**src/rtl/els_pkg.sv**
```systemverilog
// ============================================================================
// els_pkg - shared types and constants of the expression list splitter
// Character codes, the scanner states and the result record that the
// scanner front end hands to the output back end.
// ============================================================================
package els_pkg;

    // Offsets are 13 bits wide and saturate at MAX_LEN.
    localparam int unsigned POS_W   = 13;
    localparam int unsigned MAX_LEN = 4096;

    localparam logic [7:0] CH_LPAREN    = 8'h28;
    localparam logic [7:0] CH_RPAREN    = 8'h29;
    localparam logic [7:0] CH_LBRACK    = 8'h5B;
    localparam logic [7:0] CH_RBRACK    = 8'h5D;
    localparam logic [7:0] CH_LESS      = 8'h3C;
    localparam logic [7:0] CH_COMMA     = 8'h2C;
    localparam logic [7:0] CH_DQUOTE    = 8'h22;
    localparam logic [7:0] CH_SQUOTE    = 8'h27;
    localparam logic [7:0] CH_BACKSLASH = 8'h5C;
    localparam logic [7:0] CH_SPACE     = 8'h20;
    localparam logic [7:0] CH_TAB       = 8'h09;
    localparam logic [7:0] CH_CR        = 8'h0D;
    localparam logic [7:0] CH_LF        = 8'h0A;

    typedef enum logic [2:0] {
        ST_START,
        ST_LEAD_WS,
        ST_NORMAL,
        ST_IN_STRING,
        ST_IN_CHAR,
        ST_AFTER_STRING,
        ST_REJECT
    } scan_state_t;

    typedef struct packed {
        logic [POS_W-1:0] seg_start;
        logic [POS_W-1:0] seg_end;
        logic             is_message;
        logic             last_segment;
        logic             too_long;
    } els_res_t;

    // A record holds the one or two results of one accepted byte; two_res marks the second.
    typedef struct packed {
        logic     two_res;
        els_res_t res0;
        els_res_t res1;
    } els_rec_t;

    function automatic logic is_ws(input logic [7:0] c);
        return (c == CH_SPACE) || (c == CH_TAB) || (c == CH_CR) || (c == CH_LF);
    endfunction

    // Builds a result; the end never lies below the start.
    function automatic els_res_t make_res(input logic [POS_W-1:0] b,
                                          input logic [POS_W-1:0] e,
                                          input logic lit,
                                          input logic last,
                                          input logic ovf);
        els_res_t r;
        r.seg_start    = b;
        r.seg_end      = (e < b) ? b : e;
        r.is_message   = lit;
        r.last_segment = last;
        r.too_long     = ovf;
        return r;
    endfunction

endpackage

```
**src/rtl/expression_list_splitter.sv**
```systemverilog
// ============================================================================
// expression_list_splitter - splits expression text into list segments
// Scans text one character per beat and reports the segments between
// top-level separators.
// ============================================================================
//
// Usage. The input stream carries one character of expression text per
// beat in s_tdata, with s_tlast on the final character of a text. The
// result stream gives one segment per beat: its start and end offsets in
// m_tdata, the literal-only and too-long flags in m_tuser, and m_tlast on
// the final segment of the text. The split mode register (cfg_wr_en,
// cfg_wr_data) picks "<<" splitting (0) or parenthesized comma lists (1);
// write it only while no text is in flight.
//
// Throughput is one character per cycle while the record queue has room. A
// character that produces two results (a separator on the final character)
// needs two output beats, so a stream of those drains at one result per
// cycle through the queue while the receiver is ready.
// The scanner is combinational: the record of a character enters the queue
// at its accepting edge, and the output register loads it from the queue
// once the output is free; m_tvalid is driven from that register.
//
// Reset clears the scanner, the queue and the output stage and sets split
// mode 0. When the receiver stalls, results collect in the record queue;
// s_tready drops only once the queue is full, so the scanner keeps taking
// characters while a result waits on the output.
//
module expression_list_splitter import els_pkg::*; #(
    parameter int unsigned MAX_DEPTH  = 127,  // nesting level saturation
    parameter int unsigned FIFO_DEPTH = 4     // records between front and back
) (
    input  logic        aclk,
    input  logic        aresetn,

    input  logic        cfg_wr_en,
    input  logic        cfg_wr_data,   // split_mode

    input  logic        s_tvalid,
    output logic        s_tready,
    input  logic [7:0]  s_tdata,       // [7:0] text_byte
    input  logic        s_tlast,       // last_byte

    output logic        m_tvalid,
    input  logic        m_tready,
    output logic [31:0] m_tdata,       // [12:0] seg_start, [25:13] seg_end, rest zero
    output logic [1:0]  m_tuser,       // [0] is_message, [1] too_long
    output logic        m_tlast        // last_segment
);

    logic     in_fire;
    logic     rec_push;
    els_rec_t rec_data;
    els_rec_t head_data;
    logic     q_empty;
    logic     q_full;
    logic     q_pop;
    els_res_t out_res;

    // The queue always has room for a record when a beat is taken.
    assign s_tready = !q_full;
    assign in_fire  = s_tvalid && s_tready;

    els_front #(
        .MAX_DEPTH (MAX_DEPTH)
    ) u_front (
        .aclk        (aclk),
        .aresetn     (aresetn),
        .cfg_wr_en   (cfg_wr_en),
        .cfg_wr_data (cfg_wr_data),
        .in_fire     (in_fire),
        .in_byte     (s_tdata),
        .in_last     (s_tlast),
        .rec_push    (rec_push),
        .rec_data    (rec_data)
    );

    els_fifo #(
        .DEPTH (FIFO_DEPTH)
    ) u_fifo (
        .aclk      (aclk),
        .aresetn   (aresetn),
        .push      (rec_push),
        .push_data (rec_data),
        .pop       (q_pop),
        .head_data (head_data),
        .empty     (q_empty),
        .full      (q_full)
    );

    els_back u_back (
        .aclk      (aclk),
        .aresetn   (aresetn),
        .head_data (head_data),
        .q_empty   (q_empty),
        .q_pop     (q_pop),
        .out_ready (m_tready),
        .out_valid (m_tvalid),
        .out_res   (out_res)
    );

    // Pack the result fields onto the output beat.
    assign m_tdata = {6'b0, out_res.seg_end, out_res.seg_start};
    assign m_tuser = {out_res.too_long, out_res.is_message};
    assign m_tlast = out_res.last_segment;

endmodule

```
**src/rtl/els_front.sv**
```systemverilog
// ============================================================================
// els_front - byte scanner
// Tracks nesting, literals and whitespace for each accepted byte and forms
// the result record of the separators and text ends that it finds.
// ============================================================================
module els_front import els_pkg::*; #(
    parameter int unsigned MAX_DEPTH = 127
) (
    input  logic       aclk,
    input  logic       aresetn,
    input  logic       cfg_wr_en,
    input  logic       cfg_wr_data,
    input  logic       in_fire,
    input  logic [7:0] in_byte,
    input  logic       in_last,
    output logic       rec_push,
    output els_rec_t   rec_data
);

    localparam int unsigned NW = $clog2(MAX_DEPTH + 1) + 1;
    localparam logic signed [NW-1:0] NEST_HI = NW'(MAX_DEPTH);
    localparam logic signed [NW-1:0] NEST_LO = -NEST_HI;

    logic                 split_mode_reg;
    logic [POS_W-1:0]     position_reg, position_next;
    logic [POS_W-1:0]     seg_begin_reg, seg_begin_next;
    logic [POS_W-1:0]     trim_end_reg, trim_end_next;
    logic signed [NW-1:0] nest_reg, nest_next;
    scan_state_t          state_reg, state_next;
    logic                 lit_only_reg, lit_only_next;
    logic                 pend_less_reg, pend_less_next;
    logic                 ovf_reg, ovf_next;
    logic                 esc_reg, esc_next;

    always_ff @(posedge aclk) begin
        if (!aresetn) begin
            split_mode_reg <= 1'b0;
        end else if (cfg_wr_en) begin
            split_mode_reg <= cfg_wr_data;
        end
    end

    always_ff @(posedge aclk) begin
        if (!aresetn) begin
            state_reg <= ST_START;
        end else if (in_fire) begin
            state_reg <= state_next;
        end
    end

    always_ff @(posedge aclk) begin
        if (!aresetn) begin
            position_reg  <= '0;
            seg_begin_reg <= '0;
            trim_end_reg  <= '0;
            nest_reg      <= '0;
            lit_only_reg  <= 1'b1;
            pend_less_reg <= 1'b0;
            ovf_reg       <= 1'b0;
            esc_reg       <= 1'b0;
        end else if (in_fire) begin
            position_reg  <= position_next;
            seg_begin_reg <= seg_begin_next;
            trim_end_reg  <= trim_end_next;
            nest_reg      <= nest_next;
            lit_only_reg  <= lit_only_next;
            pend_less_reg <= pend_less_next;
            ovf_reg       <= ovf_next;
            esc_reg       <= esc_next;
        end
    end

    always_comb begin
        logic [POS_W-1:0] cur;
        logic [POS_W-1:0] nxt;
        logic [POS_W-1:0] fin_end;
        logic             ws;
        logic             handle;
        logic             done;
        logic             split;
        logic             emit;
        logic [7:0]       quote;
        scan_state_t      after_q;
        els_res_t         split_res;
        els_res_t         fin_res;

        position_next  = position_reg;
        seg_begin_next = seg_begin_reg;
        trim_end_next  = trim_end_reg;
        nest_next      = nest_reg;
        state_next     = state_reg;
        lit_only_next  = lit_only_reg;
        pend_less_next = pend_less_reg;
        ovf_next       = ovf_reg;
        esc_next       = esc_reg;
        ws             = is_ws(in_byte);
        handle         = 1'b0;
        done           = 1'b0;
        split          = 1'b0;
        quote          = CH_DQUOTE;
        after_q        = ST_AFTER_STRING;
        split_res      = '0;
        fin_end        = '0;

        cur = position_reg;
        if (position_reg < POS_W'(MAX_LEN)) begin
            position_next = position_reg + POS_W'(1);
        end else begin
            ovf_next = 1'b1;
        end
        nxt = position_next;

        if (state_reg == ST_IN_CHAR) begin
            quote   = CH_SQUOTE;
            after_q = ST_NORMAL;
        end

        case (state_reg)
            ST_START: begin
                if (ws) begin
                    seg_begin_next = nxt;
                    trim_end_next  = nxt;
                end else if (split_mode_reg) begin
                    if (in_byte == CH_LPAREN) begin
                        state_next     = ST_LEAD_WS;
                        seg_begin_next = nxt;
                        trim_end_next  = nxt;
                    end else begin
                        state_next = ST_REJECT;
                    end
                end else begin
                    seg_begin_next = cur;
                    trim_end_next  = cur;
                    state_next     = ST_NORMAL;
                    handle         = 1'b1;
                end
            end
            ST_LEAD_WS: begin
                if (ws) begin
                    seg_begin_next = nxt;
                    trim_end_next  = nxt;
                end else begin
                    seg_begin_next = cur;
                    trim_end_next  = cur;
                    state_next     = ST_NORMAL;
                    handle         = 1'b1;
                end
            end
            ST_AFTER_STRING: begin
                if (!ws) begin
                    state_next = ST_NORMAL;
                    handle     = 1'b1;
                end
            end
            ST_IN_STRING, ST_IN_CHAR: begin
                if (!ws) begin
                    trim_end_next = nxt;
                end
                if (esc_reg) begin
                    esc_next = 1'b0;
                end else if (in_byte == CH_BACKSLASH) begin
                    esc_next = 1'b1;
                end else if (in_byte == quote) begin
                    state_next = after_q;
                end
            end
            ST_NORMAL: begin
                handle = 1'b1;
            end
            default: begin
            end
        endcase

        if (handle) begin
            // A held top-level '<' either completes a shift operator or
            // turns out to be an ordinary character.
            if (pend_less_reg) begin
                pend_less_next = 1'b0;
                if (in_byte == CH_LESS) begin
                    split = 1'b1;
                    done  = 1'b1;
                end else begin
                    trim_end_next = cur;
                end
            end
            if (!done) begin
                case (in_byte)
                    CH_LPAREN, CH_LBRACK: begin
                        if (nest_next < NEST_HI) begin
                            nest_next = nest_next + NW'(1);
                        end
                        lit_only_next = 1'b0;
                    end
                    CH_RPAREN, CH_RBRACK: begin
                        if (nest_next > NEST_LO) begin
                            nest_next = nest_next - NW'(1);
                        end
                        if (!split_mode_reg) begin
                            lit_only_next = 1'b0;
                        end
                    end
                    CH_LESS: begin
                        if (!split_mode_reg) begin
                            if (nest_next == '0) begin
                                pend_less_next = 1'b1;
                                done           = 1'b1;
                            end
                        end else begin
                            lit_only_next = 1'b0;
                        end
                    end
                    CH_COMMA: begin
                        if (split_mode_reg) begin
                            if (nest_next == '0) begin
                                split = 1'b1;
                                done  = 1'b1;
                            end
                        end else begin
                            lit_only_next = 1'b0;
                        end
                    end
                    CH_DQUOTE: begin
                        state_next = ST_IN_STRING;
                    end
                    CH_SQUOTE: begin
                        state_next    = ST_IN_CHAR;
                        lit_only_next = 1'b0;
                    end
                    default: begin
                        lit_only_next = 1'b0;
                    end
                endcase
                if (!done && !ws) begin
                    trim_end_next = nxt;
                end
            end
        end

        if (split) begin
            split_res = make_res(seg_begin_next, trim_end_next, lit_only_next,
                                 1'b0, ovf_next);
            seg_begin_next = nxt;
            trim_end_next  = nxt;
            lit_only_next  = 1'b1;
            state_next     = ST_LEAD_WS;
        end

        emit = !((state_next == ST_REJECT) || ((state_next == ST_START) && split_mode_reg));
        if (split_mode_reg) begin
            fin_end = position_next - POS_W'(1);
        end else begin
            fin_end = position_next;
        end
        fin_res = make_res(seg_begin_next, fin_end, lit_only_next, 1'b1, ovf_next);

        rec_push = in_fire && (split || (in_last && emit));
        if (split) begin
            rec_data.res0    = split_res;
            rec_data.res1    = fin_res;
            rec_data.two_res = in_last && emit;
        end else begin
            rec_data.res0    = fin_res;
            rec_data.res1    = fin_res;
            rec_data.two_res = 1'b0;
        end

        // The last byte of a text returns the scanner to its idle state.
        if (in_last) begin
            position_next  = '0;
            seg_begin_next = '0;
            trim_end_next  = '0;
            nest_next      = '0;
            state_next     = ST_START;
            lit_only_next  = 1'b1;
            pend_less_next = 1'b0;
            ovf_next       = 1'b0;
            esc_next       = 1'b0;
        end
    end

    a_ovf_saturated: assert property (@(posedge aclk) disable iff (!aresetn)
        ovf_reg |-> (position_reg == POS_W'(MAX_LEN)))
        else $error("overflow flag set below the saturated position");

    a_start_tracks_pos: assert property (@(posedge aclk) disable iff (!aresetn)
        (state_reg == ST_START) |-> (seg_begin_reg == position_reg))
        else $error("segment begin lost track of position before first token");

endmodule

```
**src/rtl/els_fifo.sv**
```systemverilog
// ============================================================================
// els_fifo - record queue
// Small first-word-fall-through queue of result records between the
// scanner and the output stage.
// ============================================================================
module els_fifo import els_pkg::*; #(
    parameter int unsigned DEPTH = 4   // two or more
) (
    input  logic     aclk,
    input  logic     aresetn,
    input  logic     push,
    input  els_rec_t push_data,
    input  logic     pop,
    output els_rec_t head_data,
    output logic     empty,
    output logic     full
);

    localparam int unsigned PTR_W = $clog2(DEPTH);
    localparam int unsigned CNT_W = $clog2(DEPTH + 1);

    els_rec_t         store [DEPTH];
    logic [PTR_W-1:0] wr_ptr_reg, wr_ptr_next;
    logic [PTR_W-1:0] rd_ptr_reg, rd_ptr_next;
    logic [CNT_W-1:0] count_reg, count_next;

    always_comb begin
        wr_ptr_next = wr_ptr_reg;
        rd_ptr_next = rd_ptr_reg;
        count_next  = count_reg;
        if (push) begin
            wr_ptr_next = (wr_ptr_reg == PTR_W'(DEPTH - 1)) ? '0 : wr_ptr_reg + PTR_W'(1);
        end
        if (pop) begin
            rd_ptr_next = (rd_ptr_reg == PTR_W'(DEPTH - 1)) ? '0 : rd_ptr_reg + PTR_W'(1);
        end
        if (push && !pop) begin
            count_next = count_reg + CNT_W'(1);
        end else if (pop && !push) begin
            count_next = count_reg - CNT_W'(1);
        end
    end

    always_ff @(posedge aclk) begin
        if (!aresetn) begin
            wr_ptr_reg <= '0;
            rd_ptr_reg <= '0;
            count_reg  <= '0;
        end else begin
            wr_ptr_reg <= wr_ptr_next;
            rd_ptr_reg <= rd_ptr_next;
            count_reg  <= count_next;
        end
    end

    always_ff @(posedge aclk) begin
        if (push) begin
            store[wr_ptr_reg] <= push_data;
        end
    end

    assign head_data = store[rd_ptr_reg];
    assign empty     = (count_reg == '0);
    assign full      = (count_reg == CNT_W'(DEPTH));

    a_count_bound: assert property (@(posedge aclk) disable iff (!aresetn)
        count_reg <= CNT_W'(DEPTH))
        else $error("queue count beyond depth");

endmodule

```
**src/rtl/els_back.sv**
```systemverilog
// ============================================================================
// els_back - result output stage
// Takes records from the queue and presents their results one beat at a
// time from an output register, holding a second result aside.
// ============================================================================
module els_back import els_pkg::*; (
    input  logic     aclk,
    input  logic     aresetn,
    input  els_rec_t head_data,
    input  logic     q_empty,
    output logic     q_pop,
    input  logic     out_ready,
    output logic     out_valid,
    output els_res_t out_res
);

    logic     out_valid_reg, out_valid_next;
    els_res_t out_res_reg, out_res_next;
    logic     pend_valid_reg, pend_valid_next;
    els_res_t pend_res_reg, pend_res_next;
    logic     out_free;

    always_comb begin
        out_free        = !out_valid_reg || out_ready;
        out_valid_next  = out_valid_reg && !out_ready;
        out_res_next    = out_res_reg;
        pend_valid_next = pend_valid_reg;
        pend_res_next   = pend_res_reg;
        q_pop           = 1'b0;
        if (out_free) begin
            if (pend_valid_reg) begin
                out_valid_next  = 1'b1;
                out_res_next    = pend_res_reg;
                pend_valid_next = 1'b0;
            end else if (!q_empty) begin
                q_pop           = 1'b1;
                out_valid_next  = 1'b1;
                out_res_next    = head_data.res0;
                pend_valid_next = head_data.two_res;
                pend_res_next   = head_data.res1;
            end
        end
    end

    always_ff @(posedge aclk) begin
        if (!aresetn) begin
            out_valid_reg  <= 1'b0;
            pend_valid_reg <= 1'b0;
        end else begin
            out_valid_reg  <= out_valid_next;
            pend_valid_reg <= pend_valid_next;
        end
    end

    always_ff @(posedge aclk) begin
        out_res_reg  <= out_res_next;
        pend_res_reg <= pend_res_next;
    end

    assign out_valid = out_valid_reg;
    assign out_res   = out_res_reg;

    a_pend_behind_out: assert property (@(posedge aclk) disable iff (!aresetn)
        pend_valid_reg |-> out_valid_reg)
        else $error("second result held without a first one on the output");

endmodule

```
**config.mk**
```make
export PLATFORM = sky130hd
export DESIGN_NAME = expression_list_splitter
export DESIGN_NICKNAME = d
export VERILOG_FILES = /design/src/rtl/els_pkg.sv /design/src/rtl/expression_list_splitter.sv /design/src/rtl/els_front.sv /design/src/rtl/els_fifo.sv /design/src/rtl/els_back.sv
export SDC_FILE = /design/constraint.sdc
export NUM_CORES = 1
export LEC_CHECK = 0
export BUFFER_PORTS_ARGS = -buffer_cell sky130_fd_sc_hd__buf_2
export CAP_MARGIN = 20
export CELL_PAD_IN_SITES_DETAIL_PLACEMENT = 1
export CELL_PAD_IN_SITES_GLOBAL_PLACEMENT = 1
export CORE_UTILIZATION = 50
export DETAILED_ROUTE_END_ITERATION = 12
export PLACE_DENSITY_LB_ADDON = 0.2
export SLEW_MARGIN = 20
export SYNTH_ARGS = -nofsm -noshare
export SYNTH_HDL_FRONTEND = slang
export SYNTH_HIERARCHICAL = 1
export SYNTH_SLANG_ARGS = --single-unit
```
**constraint.sdc**
```tcl
create_clock -name aclk -period 5.8 [get_ports aclk]
set_input_delay 0.29 -clock aclk [delete_from_list [all_inputs] [get_ports aclk]]
set_output_delay 0.29 -clock aclk [all_outputs]
set_load 0.02 [all_outputs]
```
After elaboration in Yosys (flattened, before gate mapping)
Memories as Yosys holds them, arrays and structs flattened. A register that Yosys moved wholly into a read port is not among the register bits.
Cells that the tools add are included.
{"block": "classes", "n_addsub": 8, "magnitude_cmp": 5, "n_eq_ne": 27, "n_mux": 99, "n_bitwise": 2, "reduce_logical": 40}
{"cell": "2-to-1 mux 13 bit", "n": 22}
{"cell": "2-to-1 mux 59 bit", "n": 1}
{"cell": "2-to-1 mux 29 bit", "n": 2}
{"cell": "equality test 8 x 6 -> 1 bit, second input constant", "n": 7}
{"cell": "2-to-1 mux 3 bit", "n": 15}
{"cell": "2-to-1 mux 1 bit", "n": 42}
{"cell": "2-to-1 mux 8 bit", "n": 5}
{"cell": "case mux 13 bit (3 select lines)", "n": 1}
{"cell": "less-than comparator 13 bit", "n": 2}
{"cell": "case mux 13 bit (2 select lines)", "n": 1}
{"cell": "equality test 8 x 4 -> 1 bit, second input constant", "n": 3}
{"cell": "equality test 8 x 7 -> 1 bit, second input constant", "n": 3}
{"cell": "case mux 8 bit (2 select lines)", "n": 1}
{"cell": "adder 13 x 1 -> 13 bit, second input constant", "n": 1}
{"cell": "less-than comparator 13 bit, second input constant", "n": 1}
{"cell": "subtractor 13 x 1 -> 13 bit, second input constant", "n": 1}
{"cell": "equality test 3 bit, second input constant", "n": 4}
{"cell": "logical NOT 3 bit", "n": 3}
{"cell": "case mux 3 bit (3 select lines)", "n": 1}
{"cell": "adder 8 x 2 -> 8 bit, second input constant", "n": 1}
{"cell": "equality test 8 x 6 -> 1 bit", "n": 1}
{"cell": "greater-than comparator 8 bit, second input constant", "n": 1}
{"cell": "logical AND 1 bit", "n": 8}
{"cell": "logical NOT 1 bit", "n": 8}
{"cell": "other kinds (24)", "n": 46}
{"block": "word_totals", "register_bits": 122, "ram_bits": 236, "inputBits": 15, "out_inout_bits": 37, "elab_cells": 207, "memories": 1}
{"memory": "u_fifo.store", "words": 4, "width": 59, "read_ports": 1, "rd_ports_with_merged_regs": 1, "write_ports": 1, "line_no": "els_fifo.sv:22", "text": "els_rec_t store [DEPTH];"}

Logic depth before layout (Yosys ltp)
{"block": "logic_depth", "word_depth": 22, "mapped_depth": 21, "ltp_nobuf": 18}

Cells and area by module
Netlist, hierarchy kept.
{"module": "els_fifo", "n_inst": 1, "cells_each": 353, "area_per_inst_um2": 8984.9, "seq_area_each_um2": 7267.0}
{"module": "els_front", "n_inst": 1, "cells_each": 960, "area_per_inst_um2": 6767.7, "seq_area_each_um2": 1101.1}
{"module": "els_back", "n_inst": 1, "cells_each": 102, "area_per_inst_um2": 2328.5, "seq_area_each_um2": 1781.7}
{"module": "expression_list_splitter", "n_inst": 1, "cells_each": 9, "area_per_inst_um2": 58.8, "seq_area_each_um2": 0.0}

Least setup slack after synthesis
No wires, ideal clock.
{"block": "synth_path", "path_type": "input port to flip-flop", "start": "input s_tdata[4]", "end": "memory u_fifo/store[0][0] (netlist bit), enable pin", "setup_ps": 423, "arrival_ps": 3867, "required_time_ps": 5377, "setup_slack_ps": 1511, "path_stages": 9, "n_path_buf": 0, "path_cell_list": "or4b_1 -> nor4b_1 -> inv_1 -> or3_1 -> a221oi_1 -> nor2_1 -> mux2_1 -> o221a_1 -> and2_1"}
{"block": "synth_via", "elab_chain_len": 19, "word_cells_on_any_way": 47, "classes_between": "eq/ne: 12; mux: 25; reduce/logical: 10"}
{"element": "start, declared", "line_no": "expression_list_splitter.sv:40", "text": "input logic [7:0] s_tdata,"}
{"element": "equality test 8 x 6 -> 1 bit or equality test 8 x 4 -> 1 bit (tied branches)", "line_no": "els_pkg.sv:52", "text": "return (c == CH_SPACE) || (c == CH_TAB) || (c == CH_CR) || (c == CH_LF);"}
{"element": "logical OR 1 bit (3 in series)", "line_no": "els_pkg.sv:52"}
{"element": "2-to-1 mux 3 bit (on tied branches)", "line_no": "els_front.sv:139, els_front.sv:150, els_front.sv:120"}
{"element": "case mux 3 bit (3 select lines)", "line_no": "els_front.sv:118", "text": "case (state_reg)"}
{"element": "case mux 3 bit (2 select lines)", "line_no": "els_front.sv:187", "text": "case (in_byte)"}
{"element": "2-to-1 mux 3 bit", "line_no": "els_front.sv:186", "text": "if (!done) begin"}
{"element": "2-to-1 mux 3 bit", "line_no": "els_front.sv:174", "text": "if (handle) begin"}
{"element": "2-to-1 mux 3 bit", "line_no": "els_front.sv:239", "text": "if (split) begin"}
{"element": "[... 2 more ...]"}
{"element": "logical OR 1 bit", "line_no": "els_front.sv:248", "text": "emit = !((state_next == ST_REJECT) || ((state_next == ST_START) && split_mode_reg));"}
{"element": "logical NOT 1 bit", "line_no": "els_front.sv:248"}
{"element": "logical AND 1 bit", "line_no": "els_front.sv:256", "text": "rec_push = in_fire && (split || (in_last && emit));"}
{"element": "logical OR 1 bit *", "line_no": "els_front.sv:256"}
{"element": "logical AND 1 bit *", "line_no": "els_front.sv:256"}
{"element": "named net rec_push", "line_no": "expression_list_splitter.sv:51", "text": "logic rec_push;"}
{"element": "2-to-1 mux 1 bit *", "line_no": "els_fifo.sv:57", "text": "if (push) begin"}
{"element": "2-to-1 mux 1 bit (not written as such) *", "line_no": "els_fifo.sv:58", "text": "store[wr_ptr_reg] <= push_data;"}
{"element": "end, declared", "line_no": "els_fifo.sv:22"}
Mark *: on every way through the listed nets, which the timed path passes. The rest lies on a longest branch. The select of a mux whose other input is x is not followed.

==> run metrics <==
status complete, but fails checks; failing checks design-rule violations; die area 37,000 um2; clk_skew 0.0208 ns; final cycle utilization of the critical path 0.948; crit path kind flip-flop to flip-flop; Placeable Area 35,700 um2; CTS H-tree lvls 2; Routed Antenna Nets 0; Setup Viol. Count Final 0; Avg Inst Size Synth 12.7 um2; drt first pass iters 10; Synth Flop Type edfxtp_1; Hold Vio Cnt, Final 0; simple-gate share of the synthesized area 0.101; Iter 0 DRT Violations between 1,000 and 1,500; CP endpoint kind flip-flop; P&R area growth vs syn 12.9%; via count around 13,000; crit path launch type flip-flop; post-CTS sizing 0; clk_lat worst skew 0.56 ns; Worst Tran Pin Value 1.14 ns; post-synth cell types 100; Reg clk slew, reported paths 0.06 ns; clock root buffer clkbuf_16; Final HPWL DP 35,400 um; Worst EP arrival 5.82 ns; Final Wtd Congestion 0.937; number of synthesized flops with an enable pin 294; Synth Area in XOR/XNOR 0.0211; antenna violations before repair 1; All-Layer GR Usage 0.287; Slew Limit Headroom 0.228; most common cell after layout, fill and taps aside edfxtp_1; # diodes 0; clk sinks 360; Max Slew Vio Count 0; setup bufs post-CTS 0; GR Layer Usage met2 0.452; synthesized-area fraction occupied by adder cells 0.0284; Peak VDD IR 0.235 mV; Mapped Cells ~1,400; Max Clock Freq 0.182 GHz; Setup TNS 0 ns; Compound-Gate Fraction of Synth Area 0.125; routing usage on met3 0.0546; Starting Density 0.509; vias in the first global route 12,700; most frequent cells in the layout edfxtp_1, inv_1, nand2_1; CTS tree done; crit path max fanout 13; required time worst endpoint 6.12 ns; largest family of logic cells by synthesized area compound AO/OA/AOI/OAI gates; Total Nets Final 1,550; TritonCTS buffer count 40; met1 usage in global routing 0.395; mux share of post-synthesis cell area 0.115; Ys Warns 6; Die Wd 192 um; Lkg Pwr between 7 and 8 nW; IO Port Bufs 45; max reg flops ~240; Synth async-reset ratio 0; share of cells above drive strength 1 0.214; worst min-delay path class input port to flip-flop; RSZ-0062 raised after global routing no; final core utilization 0.574; sequential area share after synthesis 0.560; Seq cells post-synth 360; Pwr Density approximately 390 nW/um2; Overflow after GRT 0; Remaining DRCs 13; first-pass GRT wire length 78,300 um; routed vias/inst 6.31; largest net degree at the start of global routing 60; Worst Reg-to-Reg Cells 18; Ports between 50 and 60; WL/cell 26.2 um; global route hottest layer met2; MaxCap Viol Count 0; die height 192 um; min cycle time layout around 5.5 ns; final WL a little over 50,000 um; Max Buffers Root-to-Sink 3; hold path depth 3; FP Rows 69; cell area after synthesis 18,100 um2
==> final cells by class <==
class                      count  area, um2
clock inverter                22        297
clock buffer                  51       1090
fill                        3588      15200
tap                          461        577
sequential                   360      10200
timing repair buffer         125        906
inverter                      81        305
multi-input combinational    887       7150
==> cell usage after synthesis, drive strengths merged (13+ instances only) <==
master,number,share of area
a21o,19,0.0079
a21oi,78,0.023
a22oi,15,0.0062
and2,35,0.012
buf,55,0.023
clkbuf,46,0.0095
dfxtp,66,0.073
edfxtp,294,0.49
ha,38,0.026
inv,80,0.017
mux2,34,0.027
mux2i,27,0.015
mux4,59,0.073
nand2,76,0.016
nand3,26,0.0072
nand4,13,0.0045
nor2,70,0.015
nor2b,30,0.010
nor3,26,0.0074
o211ai,16,0.0077
o21ai,71,0.020
o22ai,41,0.014
xnor2,33,0.016
==> cells by family (layout without fill, tap and decap cells) <==
| kind of cell | count (synthesis) | in the layout |
|---|---|---|
| multiplexers | 120 | 120 |
| flip-flops | 360 | 360 |
| adder cells (fa/ha/maj) | 40 | 40 |
| AO/OA/AOI/OAI | 337 | 337 |
| buffers and inverters | 182 | 279 |
| AND/OR/NAND/NOR | 341 | 341 |
| other | 2 | 7 |
| XOR/XNOR | 42 | 42 |
==> path summary, 6_finish.rpt <==
kind,from,to,slack (ns)
setup / recovery,u_front/position_reg[0],u_fifo/store[2][41],0.30
hold reg to reg,u_front/ovf_reg,u_front/ovf_reg,0.46
hold / removal,m_tready,u_back/pend_valid_reg,0.03
setup reg to reg,u_front/position_reg[0],u_fifo/store[2][41],0.30
==> worst max-delay path, stage by stage (launching register included) <==
cell	delay, ns
dfxtp_1	0.62
ha_1	0.29
nand3b_1	0.16
nor2_1	0.43
xnor2_1	0.42
a221oi_1	0.21
a221o_1	0.44
o21ai_0	0.35
ha_1	0.31
a21o_1	0.19
a21o_1	0.17
a21o_1	0.17
a21oi_1	0.17
o21ai_0	0.15
a21oi_4	0.31
buf_12	0.20
mux2i_1	0.28
nor2_1	0.08
a21oi_1	0.32
==> layer usage <==
layer | part of all wire | wire (um)
met1 | 0.43 | 22600
met2 | 0.47 | 24300
met3 | 0.067 | 3460
met4 | 0.031 | 1620
met5 | 0.00023 | 12
==> where the power goes <==
group / switching, mW / internal, mW / leakage [nW]
Combinational: 1.09 / 0.803 / 3.42
Sequential: 0.193 / 3.28 / 3.29
Clock: 1.03 / 1.61 / 0.677
Total: 2.31 / 5.70 / 7.39
==> timing repair <==
action	CTS	global route
endpoints found under the setup margin	0	0
endpoints found under the hold margin	1	0
hold buffers	2	0
==> metrics by stage <==
| stage | instance area, um2 | std cells | setup WS [ns] | hold WS [ns] | total power [mW] |
|---|---|---|---|---|---|
| after floorplan | 18200 | 1429 | 1.51 | 0.412 | 4.84 |
| after global placement | 19100 | 1911 | 0.718 | 0.445 | 5.34 |
| after detailed placement | 19100 | 1911 | 0.515 | 0.450 | 5.42 |
| after CTS | 20500 | 1986 | 0.373 | 0.00564 | 8.09 |
| after global routing | 20500 | 1987 | 0.0306 | 0.0291 | 8.32 |
| final | 20500 | 1987 | 0.302 | 0.0317 | 8.02 |
(Power assumes the default switching activity.)
